<file path="src/rtl/rfvl_pkg.sv">
// Package for the range frequent values list: sizes, word type, codes,
// state encoding and the control structs shared by the cells and the core.
// No dependencies.
package rfvl_pkg;

  localparam int DEPTH    = 16;
  localparam int AW       = $clog2(DEPTH);
  localparam int SPAN_MAX = 16;
  localparam int CNT_W    = $clog2(SPAN_MAX + 1);

  localparam logic [4:0] MAX_COUNT = 5'd17;

  typedef logic signed [31:0] word_t;

  typedef enum logic {
    CMD_ADD   = 1'b0,
    CMD_QUERY = 1'b1
  } cmd_e;

  typedef enum logic [1:0] {
    STAT_FOUND = 2'd0,
    STAT_NONE  = 2'd1,
    STAT_COND  = 2'd2
  } status_e;

  typedef enum logic [2:0] {
    S_IDLE,
    S_LOAD,
    S_SETTLE,
    S_DRAIN,
    S_FINAL,
    S_ERR
  } state_e;

  typedef struct packed {
    logic take_new;
    logic take_nb;
  } entry_ctl_t;

  typedef struct packed {
    logic clear;
    logic drain;
  } sort_ctl_t;

endpackage

</file>
<file path="src/rtl/rfvl_entry_cell.sv">
// One storage cell of the entry chain: holds an entry, takes a new value
// or its lower neighbor's entry on an add. Depends on rfvl_pkg.
module rfvl_entry_cell (
  input  logic                clk_i,
  input  logic                rst_ni,
  input  rfvl_pkg::entry_ctl_t ctl_i,
  input  rfvl_pkg::word_t     value_i,
  input  rfvl_pkg::word_t     nb_i,
  output rfvl_pkg::word_t     entry_o
);

  rfvl_pkg::word_t entry_q, entry_d;

  always_comb begin
    entry_d = entry_q;
    if (ctl_i.take_new) begin
      entry_d = value_i;
    end else if (ctl_i.take_nb) begin
      entry_d = nb_i;
    end
  end

  always_ff @(posedge clk_i or negedge rst_ni) begin
    if (!rst_ni) begin
      entry_q <= '0;
    end else begin
      entry_q <= entry_d;
    end
  end

  assign entry_o = entry_q;

endmodule

</file>
<file path="src/rtl/rfvl_sort_cell.sv">
// One cell of the systolic insertion sorter: keeps the smaller word, passes
// the larger to the next cell, and shifts toward the head while draining.
// Depends on rfvl_pkg.
module rfvl_sort_cell (
  input  logic                clk_i,
  input  logic                rst_ni,
  input  rfvl_pkg::sort_ctl_t ctl_i,
  input  logic                in_valid_i,
  input  rfvl_pkg::word_t     in_val_i,
  input  logic                nb_valid_i,
  input  rfvl_pkg::word_t     nb_val_i,
  output logic                valid_o,
  output rfvl_pkg::word_t     val_o,
  output logic                pass_valid_o,
  output rfvl_pkg::word_t     pass_val_o
);

  logic            valid_q, valid_d;
  logic            pass_valid_q, pass_valid_d;
  rfvl_pkg::word_t val_q, val_d;
  rfvl_pkg::word_t pass_q, pass_d;

  always_comb begin
    valid_d      = valid_q;
    val_d        = val_q;
    pass_valid_d = 1'b0;
    pass_d       = pass_q;
    if (ctl_i.clear) begin
      valid_d = 1'b0;
    end else if (ctl_i.drain) begin
      valid_d = nb_valid_i;
      val_d   = nb_val_i;
    end else if (in_valid_i) begin
      if (!valid_q) begin
        valid_d = 1'b1;
        val_d   = in_val_i;
      end else if (in_val_i < val_q) begin
        val_d        = in_val_i;
        pass_valid_d = 1'b1;
        pass_d       = val_q;
      end else begin
        pass_valid_d = 1'b1;
        pass_d       = in_val_i;
      end
    end
  end

  always_ff @(posedge clk_i or negedge rst_ni) begin
    if (!rst_ni) begin
      valid_q      <= 1'b0;
      pass_valid_q <= 1'b0;
    end else begin
      valid_q      <= valid_d;
      pass_valid_q <= pass_valid_d;
    end
  end

  always_ff @(posedge clk_i) begin
    val_q  <= val_d;
    pass_q <= pass_d;
  end

  assign valid_o      = valid_q;
  assign val_o        = val_q;
  assign pass_valid_o = pass_valid_q;
  assign pass_val_o   = pass_q;

endmodule

</file>
<file path="src/rtl/range_frequent_values_list_core.sv">
// Range frequent values list, top level: entry chain, sorter chain, control.
// Depends on rfvl_pkg, rfvl_entry_cell and rfvl_sort_cell.
//
// On an add word the entry cells from the cursor up shift by one place and the
// cell at the cursor takes the value. A query over n entries (n = right - left
// + 1) streams the range into a 16-cell insertion sorter, lets it settle, then
// drains it head first while counting runs, and ends with the final word. A
// failed query condition skips the sorter and gives a single status word.
// A new input word is taken only when the previous one is done; a finished
// result may still wait in the output register. No clearing pass after reset.
module range_frequent_values_list_core (
  input  logic        clk_i,
  input  logic        rst_ni,
  input  logic        s_axis_tvalid_i,
  output logic        s_axis_tready_o,
  // [31:0] value, [35:32] left_index, [39:36] right_index, [44:40] min_count
  input  logic [47:0] s_axis_tdata_i,
  // [0] cmd
  input  logic [0:0]  s_axis_tuser_i,
  output logic        m_axis_tvalid_o,
  input  logic        m_axis_tready_i,
  // [31:0] found_value
  output logic [31:0] m_axis_tdata_o,
  // [1:0] status
  output logic [1:0]  m_axis_tuser_o,
  output logic        m_axis_tlast_o
);

  localparam int AW    = rfvl_pkg::AW;
  localparam int NS    = rfvl_pkg::SPAN_MAX;
  localparam int CNT_W = rfvl_pkg::CNT_W;

  // input fields
  rfvl_pkg::word_t in_value;
  logic [3:0]      in_lo, in_hi;
  logic [4:0]      in_min, min_sat;
  logic [3:0]      span;
  logic            cond_fail;
  logic            in_fire, add_fire, q_fire;

  assign in_value = s_axis_tdata_i[31:0];
  assign in_lo    = s_axis_tdata_i[35:32];
  assign in_hi    = s_axis_tdata_i[39:36];
  assign in_min   = s_axis_tdata_i[44:40];
  assign min_sat  = (in_min > rfvl_pkg::MAX_COUNT) ? rfvl_pkg::MAX_COUNT : in_min;
  assign span     = in_hi - in_lo;
  assign cond_fail = (in_lo > in_hi) || (int'(in_hi) >= rfvl_pkg::DEPTH) ||
                     ((span != 4'd0) &&
                      ({min_sat, 1'b0} < ({2'b00, span} - 6'd1)));

  rfvl_pkg::state_e state_q, state_d;

  assign s_axis_tready_o = (state_q == rfvl_pkg::S_IDLE);
  assign in_fire  = s_axis_tvalid_i && s_axis_tready_o;
  assign add_fire = in_fire && (s_axis_tuser_i == rfvl_pkg::CMD_ADD);
  assign q_fire   = in_fire && (s_axis_tuser_i == rfvl_pkg::CMD_QUERY);

  // entry chain
  logic [AW-1:0]   cursor_q, cursor_d;
  rfvl_pkg::word_t entry_w [rfvl_pkg::DEPTH];

  assign cursor_d = (add_fire && (cursor_q != AW'(rfvl_pkg::DEPTH - 1))) ?
                    cursor_q + 1'b1 : cursor_q;

  for (genvar i = 0; i < rfvl_pkg::DEPTH; i++) begin : g_entry
    rfvl_pkg::entry_ctl_t ectl;
    rfvl_pkg::word_t      nb;
    assign ectl.take_new = add_fire && (AW'(i) == cursor_q);
    assign ectl.take_nb  = add_fire && (AW'(i) > cursor_q);
    if (i == 0) begin : g_first
      assign nb = '0;
    end else begin : g_rest
      assign nb = entry_w[i-1];
    end
    rfvl_entry_cell u_cell (
      .clk_i   (clk_i),
      .rst_ni  (rst_ni),
      .ctl_i   (ectl),
      .value_i (in_value),
      .nb_i    (nb),
      .entry_o (entry_w[i])
    );
  end

  // sorter chain
  rfvl_pkg::sort_ctl_t sctl;
  logic                feed_valid;
  logic [NS-1:0]       sv_valid, sp_valid;
  rfvl_pkg::word_t     sv_val [NS];
  rfvl_pkg::word_t     sp_val [NS];
  logic [AW-1:0]       rd_q, rd_d;

  for (genvar i = 0; i < NS; i++) begin : g_sort
    logic            in_v, nb_v;
    rfvl_pkg::word_t in_d, nb_d;
    if (i == 0) begin : g_head
      assign in_v = feed_valid;
      assign in_d = entry_w[rd_q];
    end else begin : g_body
      assign in_v = sp_valid[i-1];
      assign in_d = sp_val[i-1];
    end
    if (i == NS - 1) begin : g_tail
      assign nb_v = 1'b0;
      assign nb_d = '0;
    end else begin : g_mid
      assign nb_v = sv_valid[i+1];
      assign nb_d = sv_val[i+1];
    end
    rfvl_sort_cell u_cell (
      .clk_i        (clk_i),
      .rst_ni       (rst_ni),
      .ctl_i        (sctl),
      .in_valid_i   (in_v),
      .in_val_i     (in_d),
      .nb_valid_i   (nb_v),
      .nb_val_i     (nb_d),
      .valid_o      (sv_valid[i]),
      .val_o        (sv_val[i]),
      .pass_valid_o (sp_valid[i]),
      .pass_val_o   (sp_val[i])
    );
  end

  // control and run counting
  logic [CNT_W-1:0] cnt_q, cnt_d, n_q, n_d;
  logic [4:0]       need_q, need_d, run_q, run_d;
  logic             cur_valid_q, cur_valid_d, pend_valid_q, pend_valid_d;
  rfvl_pkg::word_t  cur_q, cur_d, pend_q, pend_d;
  logic             out_free, qual;

  logic             emit, emit_last;
  rfvl_pkg::word_t  emit_val;
  rfvl_pkg::status_e emit_status;

  logic              out_valid_q;
  rfvl_pkg::word_t   out_data_q;
  rfvl_pkg::status_e out_status_q;
  logic              out_last_q;

  assign out_free = !out_valid_q || m_axis_tready_i;
  assign qual     = cur_valid_q && (run_q >= need_q);

  always_comb begin
    state_d = state_q;
    case (state_q)
      rfvl_pkg::S_IDLE: begin
        if (q_fire) begin
          state_d = cond_fail ? rfvl_pkg::S_ERR : rfvl_pkg::S_LOAD;
        end
      end
      rfvl_pkg::S_LOAD: begin
        if (cnt_q == n_q - 1'b1) begin
          state_d = rfvl_pkg::S_SETTLE;
        end
      end
      rfvl_pkg::S_SETTLE: begin
        if (cnt_q == CNT_W'(NS - 1)) begin
          state_d = rfvl_pkg::S_DRAIN;
        end
      end
      rfvl_pkg::S_DRAIN: begin
        if (out_free && (cnt_q == n_q)) begin
          state_d = rfvl_pkg::S_FINAL;
        end
      end
      rfvl_pkg::S_FINAL, rfvl_pkg::S_ERR: begin
        if (out_free) begin
          state_d = rfvl_pkg::S_IDLE;
        end
      end
      default: state_d = rfvl_pkg::S_IDLE;
    endcase
  end

  always_comb begin
    sctl         = '0;
    feed_valid   = 1'b0;
    rd_d         = rd_q;
    cnt_d        = cnt_q;
    n_d          = n_q;
    need_d       = need_q;
    run_d        = run_q;
    cur_d        = cur_q;
    cur_valid_d  = cur_valid_q;
    pend_d       = pend_q;
    pend_valid_d = pend_valid_q;
    emit         = 1'b0;
    emit_val     = '0;
    emit_status  = rfvl_pkg::STAT_FOUND;
    emit_last    = 1'b0;
    case (state_q)
      rfvl_pkg::S_IDLE: begin
        if (q_fire) begin
          sctl.clear   = 1'b1;
          rd_d         = AW'(in_lo);
          n_d          = CNT_W'(span) + 1'b1;
          need_d       = min_sat;
          cnt_d        = '0;
          cur_valid_d  = 1'b0;
          pend_valid_d = 1'b0;
        end
      end
      rfvl_pkg::S_LOAD: begin
        feed_valid = 1'b1;
        rd_d       = rd_q + 1'b1;
        cnt_d      = (cnt_q == n_q - 1'b1) ? '0 : cnt_q + 1'b1;
      end
      rfvl_pkg::S_SETTLE: begin
        cnt_d = (cnt_q == CNT_W'(NS - 1)) ? '0 : cnt_q + 1'b1;
      end
      rfvl_pkg::S_DRAIN: begin
        if (out_free) begin
          if ((cnt_q < n_q) && cur_valid_q && (sv_val[0] == cur_q)) begin
            run_d = run_q + 1'b1;
          end else begin
            if (qual) begin
              emit         = pend_valid_q;
              emit_val     = pend_q;
              pend_d       = cur_q;
              pend_valid_d = 1'b1;
            end
            cur_d       = sv_val[0];
            cur_valid_d = (cnt_q < n_q);
            run_d       = 5'd1;
          end
          if (cnt_q < n_q) begin
            sctl.drain = 1'b1;
            cnt_d      = cnt_q + 1'b1;
          end
        end
      end
      rfvl_pkg::S_FINAL: begin
        if (out_free) begin
          emit        = 1'b1;
          emit_last   = 1'b1;
          emit_val    = pend_valid_q ? pend_q : '0;
          emit_status = pend_valid_q ? rfvl_pkg::STAT_FOUND : rfvl_pkg::STAT_NONE;
        end
      end
      rfvl_pkg::S_ERR: begin
        if (out_free) begin
          emit        = 1'b1;
          emit_last   = 1'b1;
          emit_status = rfvl_pkg::STAT_COND;
        end
      end
      default: ;
    endcase
  end

  always_ff @(posedge clk_i or negedge rst_ni) begin
    if (!rst_ni) begin
      state_q      <= rfvl_pkg::S_IDLE;
      cursor_q     <= '0;
      cnt_q        <= '0;
      cur_valid_q  <= 1'b0;
      pend_valid_q <= 1'b0;
      out_valid_q  <= 1'b0;
    end else begin
      state_q      <= state_d;
      cursor_q     <= cursor_d;
      cnt_q        <= cnt_d;
      cur_valid_q  <= cur_valid_d;
      pend_valid_q <= pend_valid_d;
      if (emit) begin
        out_valid_q <= 1'b1;
      end else if (m_axis_tready_i) begin
        out_valid_q <= 1'b0;
      end
    end
  end

  always_ff @(posedge clk_i) begin
    rd_q   <= rd_d;
    n_q    <= n_d;
    need_q <= need_d;
    run_q  <= run_d;
    cur_q  <= cur_d;
    pend_q <= pend_d;
    if (emit) begin
      out_data_q   <= emit_val;
      out_status_q <= emit_status;
      out_last_q   <= emit_last;
    end
  end

  assign m_axis_tvalid_o = out_valid_q;
  assign m_axis_tdata_o  = out_data_q;
  assign m_axis_tuser_o  = out_status_q;
  assign m_axis_tlast_o  = out_last_q;

`ifndef SYNTHESIS
  a_no_overflow: assert property (@(posedge clk_i) disable iff (!rst_ni)
    !sp_valid[NS-1])
    else $error("sorter chain overflow");

  a_sorted_count: assert property (@(posedge clk_i) disable iff (!rst_ni)
    (state_q == rfvl_pkg::S_DRAIN) && (cnt_q == '0) |-> ($countones(sv_valid) == int'(n_q)))
    else $error("sorter holds wrong number of words");

  a_head_valid: assert property (@(posedge clk_i) disable iff (!rst_ni)
    (state_q == rfvl_pkg::S_DRAIN) && (cnt_q < n_q) |-> sv_valid[0])
    else $error("sorter head empty while draining");

  a_status_last: assert property (@(posedge clk_i) disable iff (!rst_ni)
    m_axis_tvalid_o && (m_axis_tuser_o != rfvl_pkg::STAT_FOUND) |->
      m_axis_tlast_o && (m_axis_tdata_o == '0))
    else $error("status word not final or not zero");
`endif

endmodule

</file>
<file path="config.mk">
export PLATFORM = sky130hd
export DESIGN_NAME = range_frequent_values_list_core
export DESIGN_NICKNAME = d
export VERILOG_FILES = /design/src/rtl/rfvl_pkg.sv /design/src/rtl/rfvl_entry_cell.sv /design/src/rtl/rfvl_sort_cell.sv /design/src/rtl/range_frequent_values_list_core.sv
export SDC_FILE = /design/constraint.sdc
export NUM_CORES = 2
export LEC_CHECK = 0
export ABC_AREA = 1
export BUFFER_PORTS_ARGS = -buffer_cell sky130_fd_sc_hd__buf_2
export CORE_MARGIN = 2
export CORE_UTILIZATION = 55
export DETAILED_ROUTE_END_ITERATION = 8
export PLACE_DENSITY = 0.69
export SYNTH_ARGS = -nofsm -noshare
export SYNTH_HDL_FRONTEND = slang
export SYNTH_SLANG_ARGS = --single-unit
</file>
<file path="constraint.sdc">
create_clock -name clk_i -period 5.7 [get_ports clk_i]
set_input_delay 0.57 -clock clk_i [delete_from_list [all_inputs] [get_ports clk_i]]
set_output_delay 0.57 -clock clk_i [all_outputs]
set_load 0.01 [all_outputs]
</file>
==> impl_results.md <==
- Cell total after placement: around 11k
- Gr usage total: between 20 and 30%
- Layout Skew: around 0.076 ns
- Period utilization: between 80% and 90%
- Total CTS buffers: approximately 180
- Layout Cells excl Fill: approximately 12k
- Post-synth EDFFs: 1110
- #FFs+latches synth: about 1.7k
- Syn_nets: just over 10k
- Initial core utilization: between 50% and 60%
- Initial antenna violation count: 16
- Critical path's slowest cell: edfxtp_1
- Achievable Freq: slightly above 0.2 GHz
- CP required: 6.20 ns
- Synth warn: 0
- FFs w/ async S/R, synth: between 30% and 40%
- Routed Antenna Nets: 0
- Worst Path Arrival: 5.31 ns
- Status: complete, no violations
- Syn avg cell area: between 9 and 10 µm²
- Crit path largest cell delay: about 0.55 ns
- Die H: slightly above 400 µm
- Die Wd: ~400 µm
- Final TNS setup: 0 ns
- H-tree Lvls: 4
- Clock Sinks: 1668
- I/O pins: 90
- CP Class: flop to flop
- Rel. slew slack: a little over a fifth
- Post-DP HPWL: roughly 160000 µm
- DR vias/cell: a little under 6
- Top-area cell type share of the netlist area: 38.26%
- Drt wl/cell: between 20 and 25 µm
- Global route overflow: 0
- Min cycle time layout: about 4.8 ns
- Startpoint Class: flop
- First-pass DRT Iterations: 6
- Clock tree buffer depth: 3
- Area Overhead vs Synth: 9.447%
- Core area: roughly 160000 µm²
- Max_cap viols: 0
- CP Cell Sequence: inv_6, buf_12, a21oi_1, o21ai_0, nand3_1, nand3_1, nand2_1, ha_1, nand4_1, nor3_1, nand2_1, nor3_1, nand2_1, nand2_1, nand2_1, nand3_1, nand2_1, inv_1, buf_12
- P_leak: 41.09 nW
- Unrepaired setup endpoints after global routing: no
- Netlist cell types: 48
- First-pass GRT wire length: around 380000 µm
- Power per cell area: roughly 550 nW/µm²
- Synth top area cells: edfxtp_1 38%, dfrtp_1 16%, o21ai_0 10%, nand2_1 9.1%, ha_1 7.5%
- Worst-Skew Late Latency: between 0.8 and 0.9 ns
- Iter 0 DRT Violations: around 7.3k
- Slew @ Worst Pin: around 1.2 ns
- Min-delay worst type: input pin to flop
- Synth area leader: edfxtp_1
- Max IR drop VDD: between 0.5 and 0.6 mV
- Final Hold Viols: 0
- Dominant synthesized flop cell: edfxtp_1
- WL final: roughly 240000 µm
- Max Slew Vio Count: 0
- Crit end category: flop
- Worst-path clk slew: approximately 0.06 ns
- R2r setup slk: between 0.8 and 0.9 ns
- Gate Count Post-Synth: roughly 9.5k
- Die Area: about 160000 µm²
- Placer Congestion: about 0.90
- Core Rows: 146
- Synthesized cell area: slightly below 90000 µm²
- Drt drc: 0
- Post-CTS resize count: 0
- Share of cells above drive strength 1: a little under 6%
- Layout net count: approximately 10k
- Root Driver: clkbuf_16
- Max Fanout on Critical Path: 94
- Vias: 69.03k
- Vias in the first global route: around 67k
- Largest net degree at the start of global routing: between 200 and 300
- Most used cell, CP: nand2_1
- Final Setup Violations: 0
- Sequential area share after synthesis: between 50% and 60%
- CTS tree: yes
- Port bufs: 86
[where the power goes]
group	switching [W]	leakage (nW)	internal (W)
Sequential	0.00183	17.2	0.0183
Combinational	0.0151	21.1	0.00619
Clock	0.00496	2.77	0.00646
[layout make-up]
cell class / instances / area [µm²]
repair buffers: 222 / 1669
well taps: 2072 / 2592
diodes: 5 / 12.51
flip-flops and latches: 1668 / 47300
clock inverters: 64 / 606.8
fillers: 13217 / 62480
multi-input cells: 6260 / 34060
inverters: 1071 / 4035
clock buffers: 263 / 5080
[metrics by stage]
step	hold WS, ns	instance area [µm²]	utilization (%)	power (W)	worst slack (ns)
floorplan	0.2744	87120	-	0.03425	1.463
global placement	0.4632	89620	56.79	0.04060	1.004
detailed placement	0.4536	89620	56.79	0.04128	1.005
CTS	0.007266	95340	60.41	0.05277	0.9977
global route	0.05513	95340	60.41	0.05658	0.6032
finish	0.05582	95350	60.42	0.05286	0.8898
[layer usage]
layer / up-vias / track usage [%] / share of wire (%)
met5: - / 0 / 0.031
met4: 12 / 15.12 / 5.5
met2: 3006 / 46.06 / 45
met3: 646 / 6.132 / 9.1
li1: 32621 / - / -
met1: 32747 / 39.29 / 40
[registers in the layout (all words and copies together) (netlist names), 2 cells and up]
signal                      cells
pend_q                         32
cursor_q                        4
run_q                           5
need_q                          5
cur_q                          32
m_axis_tdata_o                 32
n_q                             5
m_axis_tuser_o                  2
cnt_q                           5
g_sort.u_cell.val_o           512
g_sort.u_cell.valid_o          16
g_sort.u_cell.pass_val_o      480
g_entry.u_cell.entry_o        512
state_q                         3
g_sort.u_cell.pass_valid_o     15
rd_q                            4
[synth_stat cells (2+ instances only)]
library cell  number
clkinv_1           7
nor3_1            54
o21ai_1           54
a21oi_1          607
a211oi_1          23
buf_2             20
a2111oi_0          3
edfxtp_1        1110
o31ai_1            2
o221ai_1         140
o2111ai_1          2
inv_1           1058
buf_1             37
xor2_1            21
nor3_2             2
nand4_1           61
and2_1             7
inv_2              6
nor2_2             2
dfrtp_1          558
nor3b_1            5
nor2_1           259
o211ai_1         136
a21oi_2            2
nand3_1          386
or2_2             18
nand3b_1           3
nor4_1            17
a21o_1            19
o21ai_0         1758
xnor2_1            8
ha_1             525
nor2_4             3
a31oi_1           26
o22ai_1            6
nand2_1         2101
clkbuf_1         491
[critical path: cells and delay by family, from the launching register on]
kind                     cells  cell delay [ns]
AND/OR/NAND/NOR             12             1.72
buffers and inverters        4             1.37
flip-flops                   1             0.55
adder cells (fa/ha/maj)      1             0.46
AO/OA/AOI/OAI                2             0.23
[path summary, 6_finish.rpt]
check	start	to	cells after the start
max	rd_q[0]$_DFFE_PP_	g_sort[0].u_cell.val_o[11]$_DFFE_PP_	19
min	s_axis_tdata_i[15]	g_entry[4].u_cell.entry_o[15]$_DFFE_PN0P_	3
max reg2reg	rd_q[0]$_DFFE_PP_	g_sort[0].u_cell.val_o[11]$_DFFE_PP_	19
min reg2reg	cur_q[9]$_DFFE_PP_	pend_q[9]$_DFFE_PP_	0
max in group asynchronous	rst_ni	g_entry[5].u_cell.entry_o[29]$_DFFE_PN0P_	3
min in group asynchronous	rst_ni	g_entry[0].u_cell.entry_o[5]$_DFFE_PN0P_	2
[timing repair]
item,in CTS,in global routing
buffers inserted,0,0
hold endpoints to repair,101,0
hold buffers,3,0
[cell usage in the layout (no fill, tap or decap), types with 19 or more instances in the layout]
| cell type | netlist | routed |
|---|---|---|
| dfrtp_1 | 558 | 558 |
| ha_1 | 525 | 525 |
| nand4_1 | 61 | 61 |
| clkinv_1 | 7 | 29 |
| clkbuf_16 | 0 | 183 |
| inv_1 | 1058 | 1053 |
| nor2_1 | 259 | 228 |
| nor3_1 | 54 | 49 |
| a31oi_1 | 26 | 26 |
| buf_4 | 1 | 117 |
| o21ai_0 | 1758 | 1758 |
| a21oi_1 | 607 | 602 |
| o221ai_1 | 140 | 140 |
| a211oi_1 | 23 | 23 |
| edfxtp_1 | 1110 | 1110 |
| o211ai_1 | 136 | 136 |
| nand2_1 | 2101 | 2090 |
| clkbuf_8 | 0 | 20 |
| nand3_1 | 386 | 386 |
| a21o_1 | 19 | 19 |
| clkinv_2 | 0 | 23 |
| o21ai_1 | 54 | 54 |
| buf_2 | 20 | 85 |
| nor2_2 | 2 | 23 |
| clkbuf_1 | 491 | 60 |
[cells by family (layout without fill, tap and decap cells)]
family / after synthesis / count (layout) / share of synthesized area [%]
AO/OA/AOI/OAI: 2783 / 2783 / 17.22
buffers and inverters: 1620 / 1620 / 7.013
flip-flops: 1668 / 1668 / 54.29
XOR/XNOR: 29 / 29 / 0.2915
AND/OR/NAND/NOR: 2921 / 2921 / 13.62
other: 0 / 5 / 0
multiplexers: 1 / 1 / 0.01292
adder cells (fa/ha/maj): 526 / 526 / 7.563
Power figures use the tool's default switching activity.
